## src/stok_pkg.sv

```systemverilog
`timescale 1ns / 1ps

package stok_pkg;

   localparam int OFFSET_WIDTH_DEF = 24;
   localparam int LINE_WIDTH_DEF   = 16;
   localparam int COLUMN_WIDTH_DEF = 16;

   typedef enum logic [2:0] {
      MODE_IDLE   = 3'd0,
      MODE_IDENT  = 3'd1,
      MODE_NUMBER = 3'd2,
      MODE_STRING = 3'd3,
      MODE_ESCAPE = 3'd4,
      MODE_OPER   = 3'd5
   } scan_mode_type;

   localparam logic [4:0] KIND_EOF     = 5'd0;
   localparam logic [4:0] KIND_INT     = 5'd1;
   localparam logic [4:0] KIND_IDENT   = 5'd4;
   localparam logic [4:0] KIND_NUMBER  = 5'd5;
   localparam logic [4:0] KIND_STRING  = 5'd6;
   localparam logic [4:0] KIND_LPAREN  = 5'd7;
   localparam logic [4:0] KIND_RPAREN  = 5'd8;
   localparam logic [4:0] KIND_LBRACE  = 5'd9;
   localparam logic [4:0] KIND_RBRACE  = 5'd10;
   localparam logic [4:0] KIND_SEMI    = 5'd11;
   localparam logic [4:0] KIND_COLON   = 5'd12;
   localparam logic [4:0] KIND_COMMA   = 5'd13;
   localparam logic [4:0] KIND_PLUS    = 5'd14;
   localparam logic [4:0] KIND_MINUS   = 5'd15;
   localparam logic [4:0] KIND_STAR    = 5'd16;
   localparam logic [4:0] KIND_SLASH   = 5'd17;
   localparam logic [4:0] KIND_PERCENT = 5'd18;
   localparam logic [4:0] KIND_EQ_EQ   = 5'd19;
   localparam logic [4:0] KIND_ASSIGN  = 5'd20;
   localparam logic [4:0] KIND_NOT_EQ  = 5'd21;
   localparam logic [4:0] KIND_LT_EQ   = 5'd23;
   localparam logic [4:0] KIND_GT      = 5'd26;
   localparam logic [4:0] KIND_UNKNOWN = 5'd27;

   localparam logic [7:0] CH_NEWLINE    = 8'h0A;
   localparam logic [7:0] CH_TAB        = 8'h09;
   localparam logic [7:0] CH_CR         = 8'h0D;
   localparam logic [7:0] CH_SPACE      = 8'h20;
   localparam logic [7:0] CH_QUOTE      = 8'h22;
   localparam logic [7:0] CH_BACKSLASH  = 8'h5C;
   localparam logic [7:0] CH_UNDERSCORE = 8'h5F;
   localparam logic [7:0] CH_EQUAL      = 8'h3D;
   localparam logic [7:0] CH_BANG       = 8'h21;
   localparam logic [7:0] CH_LESS       = 8'h3C;
   localparam logic [7:0] CH_GREATER    = 8'h3E;

   localparam logic [1:0] OP_EQUAL   = 2'd0;
   localparam logic [1:0] OP_BANG    = 2'd1;
   localparam logic [1:0] OP_LESS    = 2'd2;
   localparam logic [1:0] OP_GREATER = 2'd3;

   function automatic logic is_alpha(logic [7:0] c);
      return (c >= "a" && c <= "z") || (c >= "A" && c <= "Z");
   endfunction

   function automatic logic is_digit(logic [7:0] c);
      return c >= "0" && c <= "9";
   endfunction

   function automatic logic is_space(logic [7:0] c);
      return c == CH_SPACE || (c >= CH_TAB && c <= CH_CR);
   endfunction

   function automatic logic is_ident_char(logic [7:0] c);
      return is_alpha(c) || is_digit(c) || c == CH_UNDERSCORE;
   endfunction

   function automatic logic is_op_lead(logic [7:0] c);
      return c == CH_EQUAL || c == CH_BANG || c == CH_LESS || c == CH_GREATER;
   endfunction

   function automatic logic [1:0] op_code(logic [7:0] c);
      logic [1:0] r;
      priority if (c == CH_EQUAL) r = OP_EQUAL;
      else if (c == CH_BANG) r = OP_BANG;
      else if (c == CH_LESS) r = OP_LESS;
      else r = OP_GREATER;
      return r;
   endfunction

   function automatic logic [4:0] symbol_kind(logic [7:0] c);
      logic [4:0] k;
      case (c)
         "(":     k = KIND_LPAREN;
         ")":     k = KIND_RPAREN;
         "{":     k = KIND_LBRACE;
         "}":     k = KIND_RBRACE;
         ";":     k = KIND_SEMI;
         ":":     k = KIND_COLON;
         ",":     k = KIND_COMMA;
         "+":     k = KIND_PLUS;
         "-":     k = KIND_MINUS;
         "*":     k = KIND_STAR;
         "/":     k = KIND_SLASH;
         "%":     k = KIND_PERCENT;
         default: k = KIND_UNKNOWN;
      endcase
      return k;
   endfunction

   function automatic logic [2:0] precedence_of(logic [4:0] k);
      logic [2:0] p;
      priority if (k >= KIND_STAR && k <= KIND_PERCENT) p = 3'd5;
      else if (k == KIND_PLUS || k == KIND_MINUS) p = 3'd4;
      else if (k >= KIND_LT_EQ && k <= KIND_GT) p = 3'd3;
      else if (k == KIND_EQ_EQ || k == KIND_NOT_EQ) p = 3'd2;
      else if (k == KIND_ASSIGN) p = 3'd1;
      else p = 3'd0;
      return p;
   endfunction

   // keyword spellings, left aligned and zero padded to eight bytes
   function automatic logic [63:0] kw_text(logic [1:0] k);
      logic [63:0] t;
      unique case (k)
         2'd0:    t = {"int", 40'h0};
         2'd1:    t = {"return", 16'h0};
         default: t = {"var", 40'h0};
      endcase
      return t;
   endfunction

   function automatic logic [2:0] kw_len(logic [1:0] k);
      return (k == 2'd1) ? 3'd6 : 3'd3;
   endfunction

   // drop keyword candidates that byte c at position pos rules out;
   // fits is low once the identifier is eight bytes or longer
   function automatic logic [2:0] kw_filter(logic [2:0] cand, logic fits, logic [2:0] pos,
                                            logic [7:0] c);
      logic [2:0]  r;
      logic [63:0] t;
      r = cand;
      for (int k = 0; k < 3; k++) begin
         t = kw_text(2'(k));
         if (!fits || pos >= kw_len(2'(k)) || t[63 - 8 * pos -: 8] != c) r[k] = 1'b0;
      end
      return r;
   endfunction

   function automatic logic [4:0] kw_kind(logic [2:0] cand, logic fits, logic [2:0] len);
      logic [4:0] kind;
      kind = KIND_IDENT;
      for (int k = 0; k < 3; k++) begin
         if (cand[k] && fits && len == kw_len(2'(k))) kind = KIND_INT + 5'(k);
      end
      return kind;
   endfunction

endpackage

```

## src/stok_if.sv

```systemverilog
`timescale 1ns / 1ps

interface stok_char_if;
   logic       valid;
   logic       ready;
   logic [7:0] char_byte;
   logic       char_valid;
   logic       end_of_source;

   modport source(output valid, char_byte, char_valid, end_of_source, input ready);
   modport sink(input valid, char_byte, char_valid, end_of_source, output ready);
endinterface

interface stok_token_if #(
   parameter int OFFSET_WIDTH = stok_pkg::OFFSET_WIDTH_DEF,
   parameter int LINE_WIDTH   = stok_pkg::LINE_WIDTH_DEF,
   parameter int COLUMN_WIDTH = stok_pkg::COLUMN_WIDTH_DEF
);
   logic                    valid;
   logic                    ready;
   logic [4:0]              token_kind;
   logic [OFFSET_WIDTH-1:0] start_offset;
   logic [OFFSET_WIDTH-1:0] text_length;
   logic [LINE_WIDTH-1:0]   token_line;
   logic [COLUMN_WIDTH-1:0] start_column;
   logic [7:0]              unknown_byte;
   logic [2:0]              precedence;
   logic                    last_of_run;

   modport source(output valid, token_kind, start_offset, text_length, token_line,
                  start_column, unknown_byte, precedence, last_of_run, input ready);
   modport sink(input valid, token_kind, start_offset, text_length, token_line,
                start_column, unknown_byte, precedence, last_of_run, output ready);
endinterface

```

## src/source_tokenizer.sv

```systemverilog
`timescale 1ns / 1ps
// Latency: tokens caused by a byte are offered from the cycle after that byte's beat.
// Throughput: one byte per cycle while each byte yields at most one token and the
//   token side does not hold it back; a byte that yields k tokens (k up to 3) holds
//   off the next byte until the result register has drained them, one per output beat.
// Reset (synchronous, active high): scanner idle, offset 0, line and column 1,
//   end-of-source flag cleared, undelivered tokens dropped.
module source_tokenizer #(
   parameter int OFFSET_WIDTH = stok_pkg::OFFSET_WIDTH_DEF,
   parameter int LINE_WIDTH   = stok_pkg::LINE_WIDTH_DEF,
   parameter int COLUMN_WIDTH = stok_pkg::COLUMN_WIDTH_DEF
) (
   input logic          clock,
   input logic          reset,
   stok_char_if.sink    req_chan,
   stok_token_if.source rsp_chan
);
   import stok_pkg::*;

   typedef struct packed {
      logic [4:0]              kind;
      logic [OFFSET_WIDTH-1:0] off;
      logic [OFFSET_WIDTH-1:0] len;
      logic [LINE_WIDTH-1:0]   line;
      logic [COLUMN_WIDTH-1:0] col;
      logic [7:0]              ub;
   } tok_type;

   function automatic logic mode_open(scan_mode_type m);
      return m == MODE_IDENT || m == MODE_NUMBER || m == MODE_STRING ||
             m == MODE_ESCAPE || m == MODE_OPER;
   endfunction

   function automatic tok_type close_tok(scan_mode_type m, logic [1:0] p, logic [2:0] kw,
                                         logic [OFFSET_WIDTH-1:0] so,
                                         logic [OFFSET_WIDTH-1:0] ln,
                                         logic [LINE_WIDTH-1:0] sl,
                                         logic [COLUMN_WIDTH-1:0] sc);
      tok_type t;
      logic    fits;
      fits   = (ln >> 3) == '0;
      t.off  = so;
      t.len  = ln;
      t.line = sl;
      t.col  = sc;
      t.ub   = 8'h00;
      unique case (m)
         MODE_IDENT:               t.kind = kw_kind(kw, fits, ln[2:0]);
         MODE_NUMBER:              t.kind = KIND_NUMBER;
         MODE_STRING, MODE_ESCAPE: t.kind = KIND_STRING;
         MODE_OPER: begin
            t.kind = KIND_ASSIGN + {2'b00, p, 1'b0};
            t.len  = OFFSET_WIDTH'(1);
         end
         default:                  t.kind = KIND_EOF;
      endcase
      return t;
   endfunction

   scan_mode_type           mode_ff, mode_byte, mode_in;
   logic [1:0]              pend_ff, pend_in;
   logic [2:0]              kwc_ff, kwc_in;
   logic [OFFSET_WIDTH-1:0] tso_ff, tso_in, tlen_ff, tlen_in, co_ff, co_in;
   logic [LINE_WIDTH-1:0]   tsl_ff, tsl_in, cl_ff, cl_in;
   logic [COLUMN_WIDTH-1:0] tsc_ff, tsc_in, cc_ff, cc_in;
   logic                    ended_ff, ended_in;
   tok_type                 slot_ff [3];
   tok_type                 slot_in [3];
   logic [1:0]              count_ff, count_in, idx_ff;

   logic [7:0]              c;
   logic                    byte_ok, eos;
   logic [OFFSET_WIDTH-1:0] co_sat, tlen_sat;
   logic [LINE_WIDTH-1:0]   cl_sat;
   logic [COLUMN_WIDTH-1:0] cc_sat;
   logic                    r1_en, r2_en, r3_en, start;
   tok_type                 r1, r2, r3, mid, eof_tok;
   logic                    mid_en;
   logic                    req_fire, rsp_fire, take, last_pos, drain_last;
   tok_type                 cur;

   assign c        = req_chan.char_byte;
   assign byte_ok  = req_chan.char_valid;
   assign eos      = req_chan.end_of_source;
   assign co_sat   = (&co_ff) ? co_ff : co_ff + 1'b1;
   assign tlen_sat = (&tlen_ff) ? tlen_ff : tlen_ff + 1'b1;
   assign cl_sat   = (&cl_ff) ? cl_ff : cl_ff + 1'b1;
   assign cc_sat   = (&cc_ff) ? cc_ff : cc_ff + 1'b1;

   // scanner step for one byte; the end-of-source flush is in the block below
   always_comb begin
      mode_byte = mode_ff;
      pend_in   = pend_ff;
      kwc_in    = kwc_ff;
      tso_in    = tso_ff;
      tsl_in    = tsl_ff;
      tsc_in    = tsc_ff;
      tlen_in   = tlen_ff;
      r1_en     = 1'b0;
      r2_en     = 1'b0;
      start     = 1'b0;
      r1        = close_tok(mode_ff, pend_ff, kwc_ff, tso_ff, tlen_ff, tsl_ff, tsc_ff);
      r2        = '{kind: symbol_kind(c), off: co_ff, len: OFFSET_WIDTH'(1), line: cl_ff,
                    col: cc_ff, ub: (symbol_kind(c) == KIND_UNKNOWN) ? c : 8'h00};
      if (byte_ok) begin
         unique case (mode_ff)
            MODE_IDENT: begin
               if (is_ident_char(c)) begin
                  kwc_in  = kw_filter(kwc_ff, (tlen_ff >> 3) == '0, tlen_ff[2:0], c);
                  tlen_in = tlen_sat;
               end else begin
                  r1_en = 1'b1;
                  start = 1'b1;
               end
            end
            MODE_NUMBER: begin
               if (is_digit(c)) begin
                  tlen_in = tlen_sat;
               end else begin
                  r1_en = 1'b1;
                  start = 1'b1;
               end
            end
            MODE_STRING: begin
               if (c == CH_QUOTE) begin
                  r1_en     = 1'b1;
                  mode_byte = MODE_IDLE;
               end else begin
                  tlen_in = tlen_sat;
                  if (c == CH_BACKSLASH) mode_byte = MODE_ESCAPE;
               end
            end
            MODE_ESCAPE: begin
               tlen_in   = tlen_sat;
               mode_byte = MODE_STRING;
            end
            MODE_OPER: begin
               if (c == CH_EQUAL) begin
                  r1_en     = 1'b1;
                  r1.kind   = KIND_EQ_EQ + {2'b00, pend_ff, 1'b0};
                  r1.len    = OFFSET_WIDTH'(2);
                  mode_byte = MODE_IDLE;
               end else begin
                  r1_en = 1'b1;
                  start = 1'b1;
               end
            end
            default: start = 1'b1;
         endcase

         if (start) begin
            mode_byte = MODE_IDLE;
            priority if (is_alpha(c) || c == CH_UNDERSCORE) begin
               tso_in    = co_ff;
               tsl_in    = cl_ff;
               tsc_in    = cc_ff;
               kwc_in    = kw_filter(3'b111, 1'b1, 3'd0, c);
               tlen_in   = OFFSET_WIDTH'(1);
               mode_byte = MODE_IDENT;
            end else if (is_digit(c)) begin
               tso_in    = co_ff;
               tsl_in    = cl_ff;
               tsc_in    = cc_ff;
               tlen_in   = OFFSET_WIDTH'(1);
               mode_byte = MODE_NUMBER;
            end else if (c == CH_QUOTE) begin
               // text starts after the quote, position is the quote's
               tso_in    = co_sat;
               tsl_in    = cl_ff;
               tsc_in    = cc_ff;
               tlen_in   = '0;
               mode_byte = MODE_STRING;
            end else if (is_op_lead(c)) begin
               tso_in    = co_ff;
               tsl_in    = cl_ff;
               tsc_in    = cc_ff;
               tlen_in   = OFFSET_WIDTH'(1);
               pend_in   = op_code(c);
               mode_byte = MODE_OPER;
            end else if (!is_space(c)) begin
               r2_en = 1'b1;
            end
         end
      end
   end

   always_comb begin
      co_in = byte_ok ? co_sat : co_ff;
      cl_in = (byte_ok && c == CH_NEWLINE) ? cl_sat : cl_ff;
      cc_in = byte_ok ? ((c == CH_NEWLINE) ? COLUMN_WIDTH'(1) : cc_sat) : cc_ff;

      r3_en    = eos && mode_open(mode_byte);
      r3       = close_tok(mode_byte, pend_in, kwc_in, tso_in, tlen_in, tsl_in, tsc_in);
      eof_tok  = '{kind: KIND_EOF, off: co_in, len: '0, line: cl_in, col: cc_in, ub: 8'h00};
      mode_in  = eos ? MODE_IDLE : mode_byte;
      ended_in = eos;

      // a symbol token leaves the scanner idle, so r2 and r3 never meet
      mid_en     = r2_en || r3_en;
      mid        = r2_en ? r2 : r3;
      slot_in[0] = r1_en ? r1 : (mid_en ? mid : eof_tok);
      slot_in[1] = (r1_en && mid_en) ? mid : eof_tok;
      slot_in[2] = eof_tok;
      count_in   = ended_ff ? 2'd0 :
                   {1'b0, r1_en} + {1'b0, mid_en} + {1'b0, eos};
   end

   assign req_fire   = req_chan.valid && req_chan.ready;
   assign rsp_fire   = rsp_chan.valid && rsp_chan.ready;
   assign take       = req_fire && !ended_ff;
   assign last_pos   = idx_ff == count_ff - 2'd1;
   assign drain_last = rsp_fire && last_pos;

   assign req_chan.ready = (count_ff == 2'd0) || drain_last;

   assign cur                   = slot_ff[idx_ff];
   assign rsp_chan.valid        = count_ff != 2'd0;
   assign rsp_chan.token_kind   = cur.kind;
   assign rsp_chan.start_offset = cur.off;
   assign rsp_chan.text_length  = cur.len;
   assign rsp_chan.token_line   = cur.line;
   assign rsp_chan.start_column = cur.col;
   assign rsp_chan.unknown_byte = cur.ub;
   assign rsp_chan.precedence   = precedence_of(cur.kind);
   assign rsp_chan.last_of_run  = last_pos;

   always_ff @(posedge clock) begin
      if (reset) begin
         mode_ff  <= MODE_IDLE;
         pend_ff  <= '0;
         kwc_ff   <= 3'b111;
         tso_ff   <= '0;
         tsl_ff   <= LINE_WIDTH'(1);
         tsc_ff   <= COLUMN_WIDTH'(1);
         tlen_ff  <= '0;
         co_ff    <= '0;
         cl_ff    <= LINE_WIDTH'(1);
         cc_ff    <= COLUMN_WIDTH'(1);
         ended_ff <= 1'b0;
         count_ff <= 2'd0;
         idx_ff   <= 2'd0;
      end else begin
         if (take) begin
            mode_ff  <= mode_in;
            pend_ff  <= pend_in;
            kwc_ff   <= kwc_in;
            tso_ff   <= tso_in;
            tsl_ff   <= tsl_in;
            tsc_ff   <= tsc_in;
            tlen_ff  <= tlen_in;
            co_ff    <= co_in;
            cl_ff    <= cl_in;
            cc_ff    <= cc_in;
            ended_ff <= ended_in;
         end
         if (req_fire) begin
            count_ff <= count_in;
            idx_ff   <= 2'd0;
         end else if (rsp_fire) begin
            if (last_pos) count_ff <= 2'd0;
            else idx_ff <= idx_ff + 2'd1;
         end
      end
   end

   always_ff @(posedge clock) begin
      if (req_fire) slot_ff <= slot_in;
   end

endmodule

```

## src/flat_wrapper.sv

```systemverilog
// flat-port wrapper written by rule: the top's interface ports become plain ports
module source_tokenizer_flat import stok_pkg::*;
#(
   parameter int OFFSET_WIDTH = stok_pkg::OFFSET_WIDTH_DEF,
   parameter int LINE_WIDTH   = stok_pkg::LINE_WIDTH_DEF,
   parameter int COLUMN_WIDTH = stok_pkg::COLUMN_WIDTH_DEF
)
  (clock, reset, req_chan_valid, req_chan_char_byte, req_chan_char_valid, req_chan_end_of_source, req_chan_ready, rsp_chan_valid, rsp_chan_token_kind, rsp_chan_start_offset, rsp_chan_text_length, rsp_chan_token_line, rsp_chan_start_column, rsp_chan_unknown_byte, rsp_chan_precedence, rsp_chan_last_of_run, rsp_chan_ready);
  stok_char_if req_chan_i ();
  stok_token_if #(.OFFSET_WIDTH(OFFSET_WIDTH), .LINE_WIDTH(LINE_WIDTH), .COLUMN_WIDTH(COLUMN_WIDTH)) rsp_chan_i ();
  input logic clock;
  input logic reset;
  input wire logic [$bits(req_chan_i.valid)-1:0] req_chan_valid;
  input wire logic [$bits(req_chan_i.char_byte)-1:0] req_chan_char_byte;
  input wire logic [$bits(req_chan_i.char_valid)-1:0] req_chan_char_valid;
  input wire logic [$bits(req_chan_i.end_of_source)-1:0] req_chan_end_of_source;
  output wire logic [$bits(req_chan_i.ready)-1:0] req_chan_ready;
  output wire logic [$bits(rsp_chan_i.valid)-1:0] rsp_chan_valid;
  output wire logic [$bits(rsp_chan_i.token_kind)-1:0] rsp_chan_token_kind;
  output wire logic [$bits(rsp_chan_i.start_offset)-1:0] rsp_chan_start_offset;
  output wire logic [$bits(rsp_chan_i.text_length)-1:0] rsp_chan_text_length;
  output wire logic [$bits(rsp_chan_i.token_line)-1:0] rsp_chan_token_line;
  output wire logic [$bits(rsp_chan_i.start_column)-1:0] rsp_chan_start_column;
  output wire logic [$bits(rsp_chan_i.unknown_byte)-1:0] rsp_chan_unknown_byte;
  output wire logic [$bits(rsp_chan_i.precedence)-1:0] rsp_chan_precedence;
  output wire logic [$bits(rsp_chan_i.last_of_run)-1:0] rsp_chan_last_of_run;
  input wire logic [$bits(rsp_chan_i.ready)-1:0] rsp_chan_ready;
  assign req_chan_i.valid = req_chan_valid;
  assign req_chan_i.char_byte = req_chan_char_byte;
  assign req_chan_i.char_valid = req_chan_char_valid;
  assign req_chan_i.end_of_source = req_chan_end_of_source;
  assign req_chan_ready = req_chan_i.ready;
  assign rsp_chan_valid = rsp_chan_i.valid;
  assign rsp_chan_token_kind = rsp_chan_i.token_kind;
  assign rsp_chan_start_offset = rsp_chan_i.start_offset;
  assign rsp_chan_text_length = rsp_chan_i.text_length;
  assign rsp_chan_token_line = rsp_chan_i.token_line;
  assign rsp_chan_start_column = rsp_chan_i.start_column;
  assign rsp_chan_unknown_byte = rsp_chan_i.unknown_byte;
  assign rsp_chan_precedence = rsp_chan_i.precedence;
  assign rsp_chan_last_of_run = rsp_chan_i.last_of_run;
  assign rsp_chan_i.ready = rsp_chan_ready;
  source_tokenizer #(.OFFSET_WIDTH(OFFSET_WIDTH), .LINE_WIDTH(LINE_WIDTH), .COLUMN_WIDTH(COLUMN_WIDTH)) u_core (.clock(clock), .reset(reset), .req_chan(req_chan_i), .rsp_chan(rsp_chan_i));
endmodule
```

## config.mk

```make
export PLATFORM = sky130hd
export DESIGN_NAME = source_tokenizer_flat
export DESIGN_NICKNAME = d
export VERILOG_FILES = /design/src/stok_pkg.sv /design/src/stok_if.sv /design/src/source_tokenizer.sv /design/src/flat_wrapper.sv
export SDC_FILE = /design/constraint.sdc
export NUM_CORES = 1
export LEC_CHECK = 0
export ABC_AREA = 1
export BUFFER_PORTS_ARGS = -buffer_cell sky130_fd_sc_hd__clkbuf_2
export CAP_MARGIN = 5
export CORE_MARGIN = 4
export CORE_UTILIZATION = 40
export DETAILED_ROUTE_END_ITERATION = 10
export MAX_ROUTING_LAYER = met4
export PLACE_DENSITY = 0.67
export SLEW_MARGIN = 20
export SYNTH_ARGS = -nofsm -noshare
export SYNTH_HDL_FRONTEND = slang
export SYNTH_SLANG_ARGS = --single-unit
```

## constraint.sdc

```tcl
create_clock -name clock -period 12.3 [get_ports clock]
set_input_delay 1.23 -clock clock [delete_from_list [all_inputs] [get_ports clock]]
set_output_delay 1.23 -clock clock [all_outputs]
set_load 0.01 [all_outputs]
```

==> results.txt, run 1 <==
Slew Viols, Final -> 0
Cell variety after synth -> 54
main combinational cell family by area after synthesis -> simple AND/OR/NAND/NOR gates
required time worst endpoint -> 12.59 ns
via count -> 21,360
Cells after Synth -> 3,137
CTS buffer count -> 45
synthesis-stage register bit count -> 391
clock buffer depth -> 3
fin crit period -> 5.559 ns
CTS tree -> built
Synth Area per Inst -> 7.348 um^2
share of cells above drive strength 1 -> 0.08641
Row Count -> 87
WP data arrival -> 5.84 ns
grt met3 use -> 0.03186
Yosys top cell by area -> edfxtp_1
Cell Area, Synth -> 23,050 um^2
global-route wire length before repair -> 109,600 um
Core Box Area -> 56,710 um^2
Synth Area in XOR/XNOR -> 0.01368
met1 usage -> 0.3017
Setup crit start -> req_chan_char_byte[3]
setup TNS -> 0 ns
GR Util met2 -> 0.3674
Worst path max stage delay -> 0.70 ns
vias in the first global route -> 19,840
Post-CTS Resized -> 0
crit start category -> input port
post-DR wirelength/cell -> 17.72 um
worst skew pair latency -> 0.58 ns
post-synthesis simple-gate area fraction -> 0.2275
Reg clk slew, reported paths -> 0.06 ns
First-pass DRT Iterations -> 6
layout net count -> 3,184
Tcrit/Tclk final -> 0.4520
slowest CP cell -> inv_4
post-synthesis compound-gate area fraction -> 0.2049
CTS H-tree depth -> 2
Residual DRC -> 0
busiest grt layer -> met2
die width -> 248.1 um
Max-slew headroom -> 0.2764
sequential share of the synthesized area -> 0.4447
Power Total -> 3.893 mW
most frequent CP cell -> nor2_1
RR Startpoint -> u_core.mode_ff[1]
IO Pins -> 113
top post-synthesis cells by area -> edfxtp_1 32%, dfxtp_1 13%, o21ai_0 11%
FMAX -> 179.9 MHz
final setup fails -> 0
vias per cell -> 5.406
Least-Margin Pin Slew -> 1.084 ns
Layout Skew -> 0.02746 ns
Max Cap Viol -> 0
Die Area -> 61,530 um^2
Routed Antenna Nets -> 0
GRT overflow -> 0
Global Route Usage Sum -> 0.2284
placed inst area -> 24,080 um^2
CTS Sinks -> 391
Die Y -> 248.1 um
Critical Path Sink Type -> flip-flop
multiplexer area fraction after synthesis -> 0
starting density of the core -> 0.4064
RSZ-0062 raised after global routing -> no
Post-DP HPWL -> 44,770 um
setup bufs post-CTS -> 0
design area -> 25,600 um^2
wirelength, routed -> 70,020 um
root buffer cell -> clkbuf_16
critical path class -> input port to flip-flop
pwr dens -> 152.0 nW/um^2
crit-path max FO -> 69
YS warnings -> 0
antenna violations before repair -> 2
total leakage power -> 10.93 nW
worst hold start -> u_core.tso_ff[1]
Max IR drop VDD -> 0.00009187 V
status -> complete, no violations
Synth Area in Adders -> 0.006839
DRT iter0 DRCs -> 2,223
final hold vios -> 0
commonest cells after routing, fill and taps aside -> 566 x nand2_1, 518 x o21ai_0, 402 x inv_1, 338 x nor2_1, 242 x edfxtp_1
Synth top area share -> 0.3153
RD Place Congestion -> 0.9625
worst-path cell chain -> clkbuf_2 -> nor2_1 -> inv_1 -> nor2_1 -> nand2_1 -> inv_2 -> nor2_1 -> nand2_2 -> nor2_1 -> nand2_2 -> buf_4 -> nand2_4 -> inv_4 -> nor2_8 -> inv_4 -> o21ai_0
pin count of the biggest net entering global routing -> 122
Hold Buf Count CTS -> 0
HP Class -> flip-flop to flip-flop
Layout area overhead -> 11.06%
IO Port Bufs -> 112
most common cell after layout, fill and taps aside -> nand2_1
==> power breakdown <==
part           total (mW)  switching [mW]  internal, mW
Clock                1.38           0.547         0.833
Combinational       0.831           0.586         0.245
Sequential           1.68          0.0817          1.60
Total                3.89            1.22          2.68
==> flip-flops by register name (all words and copies together), names as in the netlist <==
signal	cells
u_core.slot_ff	242
u_core.co_ff	24
u_core.tlen_ff	24
u_core.tso_ff	24
u_core.cc_ff	16
u_core.cl_ff	16
u_core.tsc_ff	16
u_core.tsl_ff	16
u_core.kwc_ff	3
u_core.mode_ff	3
u_core.count_ff	2
u_core.idx_ff	2
u_core.pend_ff	2
u_core.ended_ff	1
==> metrics by stage <==
step / instances / hold WS, ns / setup slack, ns / utilization
6_report: 3952 / 0.4802 / 6.741 / 0.4514
5_1_grt: 3952 / 0.5031 / 6.330 / 0.4514
4_1_cts: 3950 / 0.4844 / 6.818 / 0.4513
3_5_place_dp: 3867 / 0.4700 / 6.211 / 0.4246
3_3_place_gp: 3867 / 0.4523 / 6.374 / 0.4246
2_1_floorplan: 3159 / 0.4411 / 5.296 / -
==> cell type report <==
class	count	area, um^2
diodes	2	5.005
clock buffers	56	1230
clock inverters	27	282.8
fillers	5638	31110
inverters	416	1585
multi-input cells	2168	10550
flip-flops and latches	391	10250
well taps	756	945.9
repair buffers	136	743.2
==> cells in the mapped netlist, drive strengths merged <==
| library cell | number |
|---|---|
| a32oi | 2 |
| o32ai | 12 |
| or3b | 1 |
| fa | 1 |
| nand2 | 582 |
| nand3 | 199 |
| o21ai | 531 |
| o41ai | 1 |
| clkinv | 1 |
| inv | 415 |
| o31ai | 2 |
| o211ai | 43 |
| o22ai | 2 |
| nor2 | 349 |
| o221ai | 17 |
| o21bai | 15 |
| o21a | 2 |
| nor3b | 2 |
| a211oi | 17 |
| edfxtp | 242 |
| buf | 82 |
| conb | 1 |
| or2 | 22 |
| xnor2 | 1 |
| a21oi | 162 |
| a31oi | 38 |
| clkbuf | 102 |
| nor3 | 45 |
| nor4 | 10 |
| o2111ai | 2 |
| nand3b | 1 |
| xor2 | 35 |
| ha | 11 |
| nand4 | 31 |
| dfxtp | 149 |
| a22oi | 9 |
==> routing by layer <==
layer,share of wire,vias to the layer above
met5,0,-
met4,0.027,0
met3,0.067,127
met2,0.46,748
met1,0.44,9926
li1,-,10560
==> cells by family after synthesis <==
| group | after synthesis |
|---|---|
| and+or+nand+nor | 1242 |
| AOI/OAI and AO/OA | 855 |
| other | 1 |
| xor gates and xnor gates | 36 |
| DFF | 391 |
| adders and majority gates | 12 |
| buffers and inverters | 600 |
==> final timing paths <==
path                                       endpoint  slack (ns)  cells past startpoint
worst max-delay path            u_core.slot_ff[112]        6.74                     16
worst min-delay path               u_core.tso_ff[1]        0.48                      2
worst max register to register  u_core.slot_ff[112]        7.41                     19
worst min register to register     u_core.tso_ff[1]        0.48                      2
==> worst max-delay path, delay by kind of cell <==
| family | cells | cell delay, ns |
|---|---|---|
| buf+inv | 6 | 2.68 |
| simple gates | 9 | 1.66 |
| compound gates | 1 | 0.21 |
Note: power is estimated with default switching activity, not from simulation.
==> run 2: changes to the inputs <==
- clock period: 12.3 -> 5.3 ns (I/O delays scaled with it)
==> run 2 against run 1 <==
Net effect: total power up 130%; sequential cell count unchanged; critical path depth up 8; global-route usage down 0.12 points; final cell count up 0.25%; die area unchanged; worst setup slack worse by 5.7 ns; register-to-register slack worse by 6.4 ns; sequential power up 130%; combinational power up 130%.
==> results.txt, run 2 (same netlist as run 1, synthesis figures left out) <==
Power Total -> 8.856 mW (+130%)
slowest CP cell -> dfxtp_1
CTS tree -> built
First-pass DRT Iterations -> 6 (unchanged)
Max IR drop VDD -> 0.0002306 V (+150%)
worst skew pair latency -> 0.59 ns (about the same)
setup bufs post-CTS -> 0 (unchanged)
post-DR wirelength/cell -> 17.51 um (-1.1%)
final hold vios -> 0 (unchanged)
Max-slew headroom -> 0.2981 (+0.02172)
Tcrit/Tclk final -> 0.8130
Worst path max stage delay -> 0.55 ns (-0.15 ns)
Layout fillers -> 5,729 (+1.6%)
status -> complete, no violations
Routed Antenna Nets -> 0 (unchanged)
vias in the first global route -> 19,600 (-1.2%)
Die Area -> 61,530 um^2 (unchanged)
Layout Skew -> 0.01901 ns (-0.008453 ns)
RSZ-0062 raised after global routing -> no
die width -> 248.1 um (unchanged)
CTS H-tree depth -> 2 (unchanged)
Critical Path Sink Type -> flip-flop
most frequent CP cell -> nand2_1
FMAX -> 232.1 MHz
DRT iter0 DRCs -> 2,190 (-1.5%)
Reg clk slew, reported paths -> 0.06 ns (about the same)
Die Y -> 248.1 um (unchanged)
HP Class -> input port to flip-flop
wirelength, routed -> 69,390 um (-0.90%)
GRT overflow -> 0 (unchanged)
required time worst endpoint -> 5.62 ns (-6.97 ns)
Slew Viols, Final -> 0 (unchanged)
Max Cap Viol -> 0 (unchanged)
CTS Sinks -> 391 (unchanged)
setup TNS -> 0 ns (unchanged)
WP data arrival -> 4.63 ns (-1.21 ns)
Largest Register -> u_core.slot_ff
Layout area overhead -> 11.04% (about the same)
max reg flops -> 242 (unchanged)
n_diodes -> 0 (-2)
IO Port Bufs -> 112 (unchanged)
via count -> 21,410 (+0.20%)
Least-Margin Pin Slew -> 1.053 ns (-0.03139 ns)
pin count of the biggest net entering global routing -> 176 (+44%)
Residual DRC -> 0 (unchanged)
worst-path cell chain -> ha_1 -> nand2_1 -> nor2_1 -> nand3_1 -> nor2_1 -> nand3_1 -> nand2_1 -> inv_1 -> nand2_1 -> nand2_1 -> nand3_1 -> nand2_1 -> inv_1 -> nand3_1 -> nor2_1 -> nand2_1 -> nor2_1 -> nand4_1 -> nand2_1 -> inv_1 -> nand2_1 -> nand3_1 -> nand2_1 -> nand2_1
starting density of the core -> 0.4064 (unchanged)
layout net count -> 3,195 (+0.35%)
global-route wire length before repair -> 108,900 um (-0.69%)
fin crit period -> 4.309 ns
final setup fails -> 0 (unchanged)
crit path buf inv count -> 3 (-3)
Post-CTS Resized -> 0 (unchanged)
critical path class -> flip-flop to flip-flop
Row Count -> 87 (unchanged)
share of cells above drive strength 1 -> 0.08890 (+0.002484)
pwr dens -> 346.0 nW/um^2 (+130%)
delay-heaviest family, CP -> simple AND/OR/NAND/NOR gates
IO Pins -> 113 (unchanged)
total leakage power -> 10.93 nW (about the same)
antenna violations before repair -> 0 (-2)
root buffer cell -> clkbuf_16
RD Place Congestion -> 0.9390 (-2.4%)
most common cell after layout, fill and taps aside -> nand2_1
crit start category -> flip-flop
clock buffer depth -> 3 (unchanged)
Post-DP HPWL -> 44,730 um (about the same)
Core Box Area -> 56,710 um^2 (unchanged)
crit-path max FO -> 12 (-83%)
CTS buffer count -> 45 (unchanged)
commonest cells after routing, fill and taps aside -> 565 x nand2_1, 518 x o21ai_0, 402 x inv_1, 338 x nor2_1, 242 x edfxtp_1
Hold Buf Count CTS -> 0 (unchanged)
Global Route Usage Sum -> 0.2272 (-0.001202)
vias per cell -> 5.403 (about the same)
run 2: layout make-up:
type,instances,area [um^2],area share
flip-flops and latches,391,10250,0.4006
clock inverters,18,163.9,0.006404
repair buffers,147,838.3,0.03275
multi-input cells,2168,10560,0.4124
inverters,416,1582,0.06179
well taps,756,945.9,0.03696
clock buffers,66,1255,0.04903
run 2: path summary, 6_finish.rpt:
| path | endpoint | cells past startpoint | slack [ns] | start |
|---|---|---|---|---|
| worst min-delay path | u_core.idx_ff[0] | 4 | 0.33 | rsp_chan_ready |
| worst max-delay path | u_core.slot_ff[276] | 24 | 0.99 | u_core.tlen_ff[1] |
| worst max register to register | u_core.slot_ff[276] | 24 | 0.99 | u_core.tlen_ff[1] |
| worst min register to register | u_core.tsl_ff[0] | 2 | 0.48 | u_core.tsl_ff[0] |
run 2: routing by layer:
metal | GRT usage | vias up | part of all wire
met5 | - | - | 0
li1 | - | 10590 | -
met2 | 0.3649 | 694 | 0.47
met3 | 0.03068 | 121 | 0.064
met1 | 0.3044 | 10000 | 0.44
met4 | 0.06139 | 0 | 0.027
run 2: worst reg2reg max path, stage by stage, from the launching register on:
cell and delay [ns]:
dfxtp_1 0.55, ha_1 0.28, nand2_1 0.12, nor2_1 0.29, nand3_1 0.18, nor2_1 0.26
nand3_1 0.44, nand2_1 0.32, inv_1 0.09, nand2_1 0.07, nand2_1 0.05, nand3_1 0.06
nand2_1 0.06, inv_1 0.07, nand3_1 0.07, nor2_1 0.13, nand2_1 0.07, nor2_1 0.26
nand4_1 0.22, nand2_1 0.11, inv_1 0.04, nand2_1 0.05, nand3_1 0.08, nand2_1 0.09
nand2_1 0.05
run 2: stage by stage:
step	instance area, um^2	hold slack, ns	util	instances	setup slack (ns)
floorplan	23140	0.4411	-	3159	0.01499
global placement	24180	0.4559	0.4263	3878	0.7638
detailed placement	24180	0.4703	0.4263	3878	0.6471
CTS	25600	0.3037	0.4513	3962	1.087
global route	25600	0.3683	0.4513	3962	0.5746
finish	25600	0.3282	0.4513	3962	0.9910
run 2: power by group:
part | switching, mW | internal [mW] | leakage, nW
clock network | 1.28 | 1.75 | 0.695
registers | 0.183 | 3.71 | 3.64
logic | 1.36 | 0.579 | 6.60
